$ cat config.mk
export PLATFORM = sky130hd
export DESIGN_NAME = framed_command_receiver_flat
export DESIGN_NICKNAME = d
export VERILOG_FILES = /design/src/hdl/fcr_pkg.sv /design/src/hdl/fcr_byte_if.sv /design/src/hdl/fcr_result_if.sv /design/src/hdl/fcr_frame.sv /design/src/hdl/fcr_exec.sv /design/src/hdl/framed_command_receiver.sv /design/src/flat_wrapper.sv
export SDC_FILE = /design/constraint.sdc
export NUM_CORES = 1
export LEC_CHECK = 0
export ABC_AREA = 1
export BUFFER_PORTS_ARGS = -buffer_cell sky130_fd_sc_hd__buf_2
export CAP_MARGIN = 20
export CORE_MARGIN = 4
export CORE_UTILIZATION = 50
export CTS_BUF_LIST = sky130_fd_sc_hd__clkbuf_16
export CTS_CLUSTER_DIAMETER = 80
export DETAILED_ROUTE_END_ITERATION = 8
export PLACE_DENSITY = 0.7
export SLEW_MARGIN = 25
export SYNTH_ARGS = -nofsm -noshare
export SYNTH_HDL_FRONTEND = slang
export SYNTH_SLANG_ARGS = --single-unit
$ cat constraint.sdc
create_clock -name clk -period 13.84 [get_ports clk]
set_input_delay 2.768 -clock clk [delete_from_list [all_inputs] [get_ports clk]]
set_output_delay 2.768 -clock clk [all_outputs]
set_load 0.05 [all_outputs]
$ cat src/hdl/fcr_pkg.sv
// Shared types, constants and helpers for the framed command receiver.
package fcr_pkg;

    localparam int unsigned BYTE_W  = 8;
    localparam int unsigned STAGE_W = 3;
    localparam int unsigned TENS_W  = 5;
    localparam int unsigned UNITS_W = 4;

    localparam logic [STAGE_W-1:0] STAGE_MAX = 3'd5;

    // Configuration register indexes
    typedef enum logic [1:0] {
        REG_START_CODE   = 2'd0,
        REG_STOP_CODE    = 2'd1,
        REG_BROADCAST_ID = 2'd2,
        REG_OWN_ID       = 2'd3
    } cfg_reg_e;

    localparam logic [BYTE_W-1:0] START_CODE_RST   = 8'h02;
    localparam logic [BYTE_W-1:0] STOP_CODE_RST    = 8'h03;
    localparam logic [BYTE_W-1:0] BROADCAST_ID_RST = 8'h00;
    localparam logic [BYTE_W-1:0] OWN_ID_RST       = 8'h10;

    // Frame byte positions
    localparam logic [STAGE_W-1:0] STAGE_ADDRESS = 3'd1;
    localparam logic [STAGE_W-1:0] STAGE_COMMAND = 3'd2;
    localparam logic [STAGE_W-1:0] STAGE_DATA1   = 3'd3;
    localparam logic [STAGE_W-1:0] STAGE_DATA2   = 3'd4;

    // Command codes
    localparam logic [BYTE_W-1:0] CMD_SET_PATTERN = 8'h10;
    localparam logic [BYTE_W-1:0] CMD_CLEAR_ALL   = 8'h11;
    localparam logic [BYTE_W-1:0] CMD_SET_BIT     = 8'h12;
    localparam logic [BYTE_W-1:0] CMD_CLEAR_BIT   = 8'h13;
    localparam logic [BYTE_W-1:0] CMD_DECIMAL     = 8'h14;

    // Closed, addressed frame as seen by the executor
    typedef struct packed {
        logic              hit;
        logic [BYTE_W-1:0] command;
        logic [BYTE_W-1:0] data1;
        logic [BYTE_W-1:0] data2;
    } frame_evt_t;

    typedef struct packed {
        logic [BYTE_W-1:0]  command;
        logic [BYTE_W-1:0]  port_high;
        logic [BYTE_W-1:0]  port_low;
        logic [TENS_W-1:0]  digit_three;
        logic [UNITS_W-1:0] digit_two;
        logic [TENS_W-1:0]  digit_one;
        logic [UNITS_W-1:0] digit_zero;
    } fcr_result_t;

    // One-hot byte mask; indexes of eight or more give zero
    function automatic logic [BYTE_W-1:0] bit_mask(input logic [BYTE_W-1:0] idx);
        logic [BYTE_W-1:0] m;
        m = '0;
        if (idx[BYTE_W-1:3] == '0)
        begin
            m[idx[2:0]] = 1'b1;
        end
        return m;
    endfunction

    // Tens of a byte: x * 205 >> 11 is exact for x below 1029
    function automatic logic [TENS_W-1:0] tens_of(input logic [BYTE_W-1:0] x);
        logic [15:0] prod;
        prod = 16'(x) * 16'd205;
        return prod[15:11];
    endfunction

    function automatic logic [UNITS_W-1:0] units_of(input logic [BYTE_W-1:0] x);
        logic [BYTE_W-1:0] tens_x10;
        logic [BYTE_W-1:0] rem;
        tens_x10 = 8'(tens_of(x)) * 8'd10;
        rem      = x - tens_x10;
        return rem[UNITS_W-1:0];
    endfunction

endpackage

$ cat src/hdl/fcr_byte_if.sv
// Byte channel into the receiver.
interface fcr_byte_if;
    logic       valid;
    logic       ready;
    logic [7:0] rx_byte;

    modport source (output valid, output rx_byte, input ready);
    modport sink   (input valid, input rx_byte, output ready);
endinterface

$ cat src/hdl/fcr_result_if.sv
// Result channel out of the receiver.
interface fcr_result_if;
    logic       valid;
    logic       ready;
    logic [7:0] command;
    logic [7:0] port_high_out;
    logic [7:0] port_low_out;
    logic [4:0] digit_three;
    logic [3:0] digit_two;
    logic [4:0] digit_one;
    logic [3:0] digit_zero;

    modport source (output valid, output command, output port_high_out,
                    output port_low_out, output digit_three, output digit_two,
                    output digit_one, output digit_zero, input ready);
    modport sink   (input valid, input command, input port_high_out,
                    input port_low_out, input digit_three, input digit_two,
                    input digit_one, input digit_zero, output ready);
endinterface

$ cat src/hdl/fcr_frame.sv
// Frame assembler: start/stop tracking, stage counter and stored frame bytes.
module fcr_frame (
    input  logic                 clk,
    input  logic                 rst_n,
    input  logic                 step,
    input  logic [7:0]           rx_byte,
    input  logic [7:0]           start_code,
    input  logic [7:0]           stop_code,
    input  logic [7:0]           broadcast_id,
    input  logic [7:0]           own_id,
    output fcr_pkg::frame_evt_t  evt
);
    import fcr_pkg::*;

    logic               in_frame_reg,  in_frame_next;
    logic [STAGE_W-1:0] stage_reg,     stage_next;
    logic [BYTE_W-1:0]  address_reg,   address_next;
    logic [BYTE_W-1:0]  command_reg,   command_next;
    logic [BYTE_W-1:0]  data1_reg,     data1_next;
    logic [BYTE_W-1:0]  data2_reg,     data2_next;

    always_comb
    begin
        in_frame_next = in_frame_reg;
        stage_next    = stage_reg;
        address_next  = address_reg;
        command_next  = command_reg;
        data1_next    = data1_reg;
        data2_next    = data2_reg;
        evt.hit       = 1'b0;

        // every byte inside a frame, the closing one too, advances the stage up to STAGE_MAX
        if (in_frame_reg)
        begin
            if (stage_reg < STAGE_MAX)
            begin
                stage_next = stage_reg + 3'd1;
            end
            unique case (stage_next)
                STAGE_ADDRESS: address_next = rx_byte;
                STAGE_COMMAND: command_next = rx_byte;
                STAGE_DATA1:   data1_next   = rx_byte;
                STAGE_DATA2:   data2_next   = rx_byte;
                default: ;
            endcase
        end

        priority if (rx_byte == start_code && !in_frame_reg)
        begin
            in_frame_next = 1'b1;
        end
        else if (rx_byte == stop_code && in_frame_reg)
        begin
            in_frame_next = 1'b0;
            stage_next    = '0;
            evt.hit       = (address_next == broadcast_id) || (address_next == own_id);
        end
        else
        begin
        end

        evt.command = command_next;
        evt.data1   = data1_next;
        evt.data2   = data2_next;
    end

    always_ff @(posedge clk or negedge rst_n)
    begin
        if (!rst_n)
        begin
            in_frame_reg <= 1'b0;
            stage_reg    <= '0;
            address_reg  <= '0;
            command_reg  <= '0;
            data1_reg    <= '0;
            data2_reg    <= '0;
        end
        else if (step)
        begin
            in_frame_reg <= in_frame_next;
            stage_reg    <= stage_next;
            address_reg  <= address_next;
            command_reg  <= command_next;
            data1_reg    <= data1_next;
            data2_reg    <= data2_next;
        end
    end

endmodule

$ cat src/hdl/fcr_exec.sv
// Command executor: LED port state and display digits.
module fcr_exec (
    input  logic                 clk,
    input  logic                 rst_n,
    input  logic                 step,
    input  fcr_pkg::frame_evt_t  evt,
    output fcr_pkg::fcr_result_t result
);
    import fcr_pkg::*;

    logic [BYTE_W-1:0]  port_high_reg, port_high_next;
    logic [BYTE_W-1:0]  port_low_reg,  port_low_next;
    logic [TENS_W-1:0]  dig3_reg, dig3_next;
    logic [UNITS_W-1:0] dig2_reg, dig2_next;
    logic [TENS_W-1:0]  dig1_reg, dig1_next;
    logic [UNITS_W-1:0] dig0_reg, dig0_next;
    logic [BYTE_W-1:0]  set_mask;
    logic [BYTE_W-1:0]  keep_mask;

    always_comb
    begin
        set_mask       = bit_mask(evt.data1);
        keep_mask      = ~bit_mask(evt.data2);
        port_high_next = port_high_reg;
        port_low_next  = port_low_reg;
        dig3_next      = dig3_reg;
        dig2_next      = dig2_reg;
        dig1_next      = dig1_reg;
        dig0_next      = dig0_reg;

        unique case (evt.command)
            CMD_SET_PATTERN:
            begin
                port_high_next = {evt.data1[3:0], 4'h0};
                port_low_next  = evt.data1;
            end
            CMD_CLEAR_ALL:
            begin
                port_high_next = '0;
                port_low_next  = '0;
            end
            CMD_SET_BIT:
            begin
                port_high_next = port_high_reg | {set_mask[3:0], 4'h0};
                port_low_next  = port_low_reg | set_mask;
            end
            CMD_CLEAR_BIT:
            begin
                // shifted mask always clears the low nibble of the high port
                port_high_next = port_high_reg & {keep_mask[3:0], 4'h0};
                port_low_next  = port_low_reg & keep_mask;
            end
            CMD_DECIMAL:
            begin
                dig3_next = tens_of(evt.data1);
                dig2_next = units_of(evt.data1);
                dig1_next = tens_of(evt.data2);
                dig0_next = units_of(evt.data2);
            end
            default: ;
        endcase

        result.command     = evt.command;
        result.port_high   = port_high_next;
        result.port_low    = port_low_next;
        result.digit_three = dig3_next;
        result.digit_two   = dig2_next;
        result.digit_one   = dig1_next;
        result.digit_zero  = dig0_next;
    end

    always_ff @(posedge clk or negedge rst_n)
    begin
        if (!rst_n)
        begin
            port_high_reg <= '0;
            port_low_reg  <= '0;
            dig3_reg      <= '0;
            dig2_reg      <= '0;
            dig1_reg      <= '0;
            dig0_reg      <= '0;
        end
        else if (step && evt.hit)
        begin
            port_high_reg <= port_high_next;
            port_low_reg  <= port_low_next;
            dig3_reg      <= dig3_next;
            dig2_reg      <= dig2_next;
            dig1_reg      <= dig1_next;
            dig0_reg      <= dig0_next;
        end
    end

endmodule

$ cat src/hdl/framed_command_receiver.sv
// Framed command receiver: byte-stream framing, address match and command execution.
//
// Usage notes
//   byte_ch   : received bytes, one per transfer (valid/ready).
//   result_ch : one transfer per closed frame whose address matches own_id or
//               broadcast_id; carries the command and the port/digit state after it.
//   wr_en/reg_index/wr_data : register writes (start code, stop code,
//               broadcast id, own id), taken at any edge with wr_en high; write
//               only while no byte is in flight.
//   Path      : a taken byte waits in the input register until the processing
//               stage advances; a result it causes is written into the result
//               register and offered on result_ch until taken.
//   Throughput: one byte per cycle while no result stalls. An input register
//               feeds the frame and command logic, which writes a result register.
//   Stall     : while a result waits untaken the processing stage holds; one
//               more byte may land in the input register, then byte_ch.ready
//               drops until result_ch takes the waiting result.
//   Reset     : rst_n (asynchronous, active low) clears frame state, ports,
//               digits, both pipeline valid flags and restores register defaults.
module framed_command_receiver (
    input  logic                clk,
    input  logic                rst_n,
    fcr_byte_if.sink            byte_ch,
    fcr_result_if.source        result_ch,
    input  logic                wr_en,
    input  logic [1:0]          reg_index,
    input  logic [7:0]          wr_data
);
    import fcr_pkg::*;

    logic [BYTE_W-1:0] start_code_reg;
    logic [BYTE_W-1:0] stop_code_reg;
    logic [BYTE_W-1:0] broadcast_id_reg;
    logic [BYTE_W-1:0] own_id_reg;

    logic              in_valid_reg;
    logic [BYTE_W-1:0] in_byte_reg;
    logic              res_valid_reg;
    fcr_result_t       res_reg;

    logic              advance;
    logic              step;
    frame_evt_t        evt;
    fcr_result_t       result;
    cfg_reg_e          wr_sel;

    // processing stage moves when the result slot is empty or being drained
    assign advance       = !res_valid_reg || result_ch.ready;
    assign step          = in_valid_reg && advance;
    assign byte_ch.ready = !in_valid_reg || advance;
    assign wr_sel        = cfg_reg_e'(reg_index);

    // register file
    always_ff @(posedge clk or negedge rst_n)
    begin
        if (!rst_n)
        begin
            start_code_reg   <= START_CODE_RST;
            stop_code_reg    <= STOP_CODE_RST;
            broadcast_id_reg <= BROADCAST_ID_RST;
            own_id_reg       <= OWN_ID_RST;
        end
        else if (wr_en)
        begin
            unique case (wr_sel)
                REG_START_CODE:   start_code_reg   <= wr_data;
                REG_STOP_CODE:    stop_code_reg    <= wr_data;
                REG_BROADCAST_ID: broadcast_id_reg <= wr_data;
                REG_OWN_ID:       own_id_reg       <= wr_data;
                default: ;
            endcase
        end
    end

    // input register
    always_ff @(posedge clk or negedge rst_n)
    begin
        if (!rst_n)
        begin
            in_valid_reg <= 1'b0;
        end
        else if (byte_ch.ready)
        begin
            in_valid_reg <= byte_ch.valid;
        end
    end

    always_ff @(posedge clk)
    begin
        if (byte_ch.valid && byte_ch.ready)
        begin
            in_byte_reg <= byte_ch.rx_byte;
        end
    end

    fcr_frame u_frame (
        .clk          (clk),
        .rst_n        (rst_n),
        .step         (step),
        .rx_byte      (in_byte_reg),
        .start_code   (start_code_reg),
        .stop_code    (stop_code_reg),
        .broadcast_id (broadcast_id_reg),
        .own_id       (own_id_reg),
        .evt          (evt)
    );

    fcr_exec u_exec (
        .clk    (clk),
        .rst_n  (rst_n),
        .step   (step),
        .evt    (evt),
        .result (result)
    );

    // result register
    always_ff @(posedge clk or negedge rst_n)
    begin
        if (!rst_n)
        begin
            res_valid_reg <= 1'b0;
        end
        else if (advance)
        begin
            res_valid_reg <= step && evt.hit;
        end
    end

    always_ff @(posedge clk)
    begin
        if (step && evt.hit)
        begin
            res_reg <= result;
        end
    end

    assign result_ch.valid         = res_valid_reg;
    assign result_ch.command       = res_reg.command;
    assign result_ch.port_high_out = res_reg.port_high;
    assign result_ch.port_low_out  = res_reg.port_low;
    assign result_ch.digit_three   = res_reg.digit_three;
    assign result_ch.digit_two     = res_reg.digit_two;
    assign result_ch.digit_one     = res_reg.digit_one;
    assign result_ch.digit_zero    = res_reg.digit_zero;

endmodule

$ cat src/flat_wrapper.sv
// flat-port wrapper written by rule: the top's interface ports become plain ports
module framed_command_receiver_flat import fcr_pkg::*;
  (clk, rst_n, wr_en, reg_index, wr_data, byte_ch_valid, byte_ch_rx_byte, byte_ch_ready, result_ch_valid, result_ch_command, result_ch_port_high_out, result_ch_port_low_out, result_ch_digit_three, result_ch_digit_two, result_ch_digit_one, result_ch_digit_zero, result_ch_ready);
  fcr_byte_if byte_ch_i ();
  fcr_result_if result_ch_i ();
  input  logic clk;
  input  logic rst_n;
  input  logic wr_en;
  input  logic [1:0] reg_index;
  input  logic [7:0] wr_data;
  input wire logic [$bits(byte_ch_i.valid)-1:0] byte_ch_valid;
  input wire logic [$bits(byte_ch_i.rx_byte)-1:0] byte_ch_rx_byte;
  output wire logic [$bits(byte_ch_i.ready)-1:0] byte_ch_ready;
  output wire logic [$bits(result_ch_i.valid)-1:0] result_ch_valid;
  output wire logic [$bits(result_ch_i.command)-1:0] result_ch_command;
  output wire logic [$bits(result_ch_i.port_high_out)-1:0] result_ch_port_high_out;
  output wire logic [$bits(result_ch_i.port_low_out)-1:0] result_ch_port_low_out;
  output wire logic [$bits(result_ch_i.digit_three)-1:0] result_ch_digit_three;
  output wire logic [$bits(result_ch_i.digit_two)-1:0] result_ch_digit_two;
  output wire logic [$bits(result_ch_i.digit_one)-1:0] result_ch_digit_one;
  output wire logic [$bits(result_ch_i.digit_zero)-1:0] result_ch_digit_zero;
  input wire logic [$bits(result_ch_i.ready)-1:0] result_ch_ready;
  assign byte_ch_i.valid = byte_ch_valid;
  assign byte_ch_i.rx_byte = byte_ch_rx_byte;
  assign byte_ch_ready = byte_ch_i.ready;
  assign result_ch_valid = result_ch_i.valid;
  assign result_ch_command = result_ch_i.command;
  assign result_ch_port_high_out = result_ch_i.port_high_out;
  assign result_ch_port_low_out = result_ch_i.port_low_out;
  assign result_ch_digit_three = result_ch_i.digit_three;
  assign result_ch_digit_two = result_ch_i.digit_two;
  assign result_ch_digit_one = result_ch_i.digit_one;
  assign result_ch_digit_zero = result_ch_i.digit_zero;
  assign result_ch_i.ready = result_ch_ready;
  framed_command_receiver u_core (.clk(clk), .rst_n(rst_n), .byte_ch(byte_ch_i), .result_ch(result_ch_i), .wr_en(wr_en), .reg_index(reg_index), .wr_data(wr_data));
endmodule
==> flow_summary_export.csv <==
group,metric,value,unit
outcome,status,"finished, final reports clean",
setup_path,worstSetupEndpointType,"flip-flop",
place,placed_area,10410,µm²
floorplan,dieArea,22010,µm²
sta,fin_hold_ws,466.8,ps
cts,cts_tree,"built",
sta,period_share,49.52,%
setup_path,worst_setup_path_start_kind,"flip-flop",
routing,drtAntennaViolNets,0,
yosys,synthCells,1159,
cts,cts_root_buffer,"clkbuf_16",
global_route,grt_pass1_wl,36880,µm
setup_path,path_max_fanout,22,
floorplan,num_io_pins,67,
cells_and_area,synthToLayoutAreaGrowth,12.21,%
routing,viasPerCell,5.181,
floorplan,core_area,19400,µm²
yosys,synth_nets,1295,
sta,layout_min_cycle_time,6854,ps
cells_and_area,nFillCells,1758,
place,portBuffers,66,
routing,routed_wirelength,22000,µm
cts,postCtsSetupBuffers,0,
cells_and_area,fin_util,56.99,%
setup_path,worst-path-buf-inv,6,
cts,cts_hold_buffers,0,
setup_path,critPathKind,"reg -> reg",
cells_and_area,finish.instance_area,11050,µm²
place,routabilityCongestion,0.9128,
yosys,synthDistinctLibCells,51,
cells_and_area,n_antenna_cell,0,
setup_path,crit_start,"u_core.u_frame.stage_reg[0]$_DFFE_PN0P_",
routing,vias,7766,
setup_path,crit_family,"adder cells",
cells_and_area,drive_above_1_share,11.43,%
setup_path,cp.arrival,7020,ps
yosys,ys.warnings.count,0,
routing,firstDrtPassIters,7,
floorplan,die_y,148.4,µm
global_route,grt_pass1_vias,7491,
cts,path_clk_slew,60,ps
cells_and_area,register_area,4109,µm²
setup_path,path_common_cell,"inv_1",
routing,post-route-drc-count,0,
yosys,ys_ff_latch,154,
floorplan,rows,51,
global_route,grtUsageTotal,21.05,%
yosys,syn_area,9852,µm²
run,cap_viol_max_count,0,
setup_path,r2r_start,"u_core.u_frame.stage_reg[0]$_DFFE_PN0P_",
floorplan,start_util,50.79,%
sta,skew,10.98,ps
hold_path,hold_path.startpoint,"u_core.u_exec.port_high_reg[0]$_DFFE_PN0P_",
cts,clk_latency,430,ps
setup_path,max_stage_delay,670,ps
sta,maxSlewViolCount,0,
yosys,synth_edf_count,50,
yosys,syn_area_per_cell,8.500,µm²
cells_and_area,multi_input_area,5004,µm²
cts,post_cts_resized,0,
sta,slew_headroom,41.43,%
cts,clock_sinks,154,
cts,clockBufferDepth,2,
yosys,synth-seq-area-share,41.71,%
sta,hold_viol_final,0,
sta,setup_tns,0,ps
sta,max_freq,0.1459,GHz
global_route,antenna_found_initial,0,
cts,cts_buffers,17,
cells_and_area,finalNetCount,1357,
yosys,ys_async_sr_fraction,67.53,%
hold_path,min_path_type,"reg -> reg",
sta,setup_viol,0,
floorplan,die_w,148.4,µm
setup_path,required,14010,ps
sta,rsz0062_at_grt,"no",
place,dpl.hpwl,16490,µm
sta,tightest_slew,878.6,ps
setup_path,cp_slowest_cell,"o21ai_0",
yosys,synth_ff_type,"dfrtp_1",
global_route,grt_start_max_net_pins,71,
routing,drtIter0Drc,556,
routing,wire_per_inst,14.68,µm
global_route,gr-total-overflow,0,
cts,cts_htree_levels,4,
cells in the final DEF (no fill, tap or decap), types with 5 or more instances in the layout:
cell / count
nand2_1: 326
o21ai_0: 88
nand3_1: 51
buf_2: 65
o22ai_1: 6
fa_1: 22
inv_1: 160
edfxtp_1: 50
nor3_1: 19
and2_1: 9
bufinv_16: 5
a21oi_1: 17
nand2_2: 5
nor2_1: 43
o21ai_1: 27
nand4_1: 17
xnor2_1: 17
o21a_1: 8
clkbuf_16: 17
xor2_1: 15
ha_1: 91
dfrtp_1: 100
or2_2: 15
path summary, 6_finish.rpt:
path                       slack [ps]                                    endpoint  cells after the start
setup / recovery                 6990    u_core.result_ch.digit_zero[3]$_DFFE_PP_                     29
setup reg to reg                 6990    u_core.result_ch.digit_zero[3]$_DFFE_PP_                     29
hold / removal                    470  u_core.u_exec.port_high_reg[0]$_DFFE_PN0P_                      2
min in group asynchronous        2300       u_core.u_exec.dig1_reg[3]$_DFFE_PN0P_                      1
hold reg to reg                   470  u_core.u_exec.port_high_reg[0]$_DFFE_PN0P_                      2
max in group asynchronous       10280   u_core.u_frame.command_reg[6]$_DFFE_PN0P_                      2
per-layer routing:
metal	global-route usage [%]	part of all wire [%]
met1	28.54	45
met2	34.80	47
met3	3.687	5.9
met4	6.420	2.1
met5	0	0
worst min-delay path, cell delays in order (launching register included):
cell	delay, ps
dfrtp_1	340
nand2_1	50
inv_1	40
synthesized netlist by cell type (all sizes together) (2+ instances only):
master | count | area share (%)
o22ai | 6 | 0.38
o21bai | 2 | 0.15
and2 | 9 | 0.57
nand2 | 332 | 13
buf | 10 | 0.72
nor4 | 2 | 0.13
fa | 22 | 4.5
nand4 | 17 | 1.1
ha | 91 | 12
a2111oi | 3 | 0.27
o21a | 8 | 0.61
o21ai | 117 | 6.0
nand3b | 2 | 0.15
a21oi | 22 | 1.4
nand3 | 52 | 2.8
nor3 | 22 | 1.3
inv | 162 | 6.2
dfstp | 4 | 1.1
clkbuf | 16 | 0.61
o211ai | 4 | 0.30
dfrtp | 100 | 25
or2 | 16 | 1.0
xnor2 | 17 | 1.5
nor2 | 46 | 2.0
edfxtp | 50 | 15
xor2 | 15 | 1.3
a21boi | 3 | 0.23
area by class of cell:
class / count / area share, %
inverters: 162 / 5.501
clock inverters: 15 / 2.003
clock buffers: 17 / 3.848
flip-flops and latches: 154 / 37.17
multi-input cells: 817 / 45.26
well taps: 265 / 2.999
repair buffers: 69 / 3.214
kinds of logic after synthesis:
kind of cell | Yosys count | share of synthesized area, %
DFF | 154 | 41.71
AOI/OAI and AO/OA | 172 | 9.906
buffers and inverters | 188 | 7.506
xor gates and xnor gates | 32 | 2.845
and+or+nand+nor | 500 | 22.01
adders and majority gates | 113 | 16.03
stage by stage:
stage,instances,setup slack (ps)
2_1_floorplan,1159,7872
3_3_place_gp,1467,7256
6_report,1499,6986
3_5_place_dp,1467,7029
4_1_cts,1499,7008
5_1_grt,1499,6374
Power is left out: the tool's default activity adds up to more than one toggle a clock period on the data nets, which glitch-free logic cannot reach.
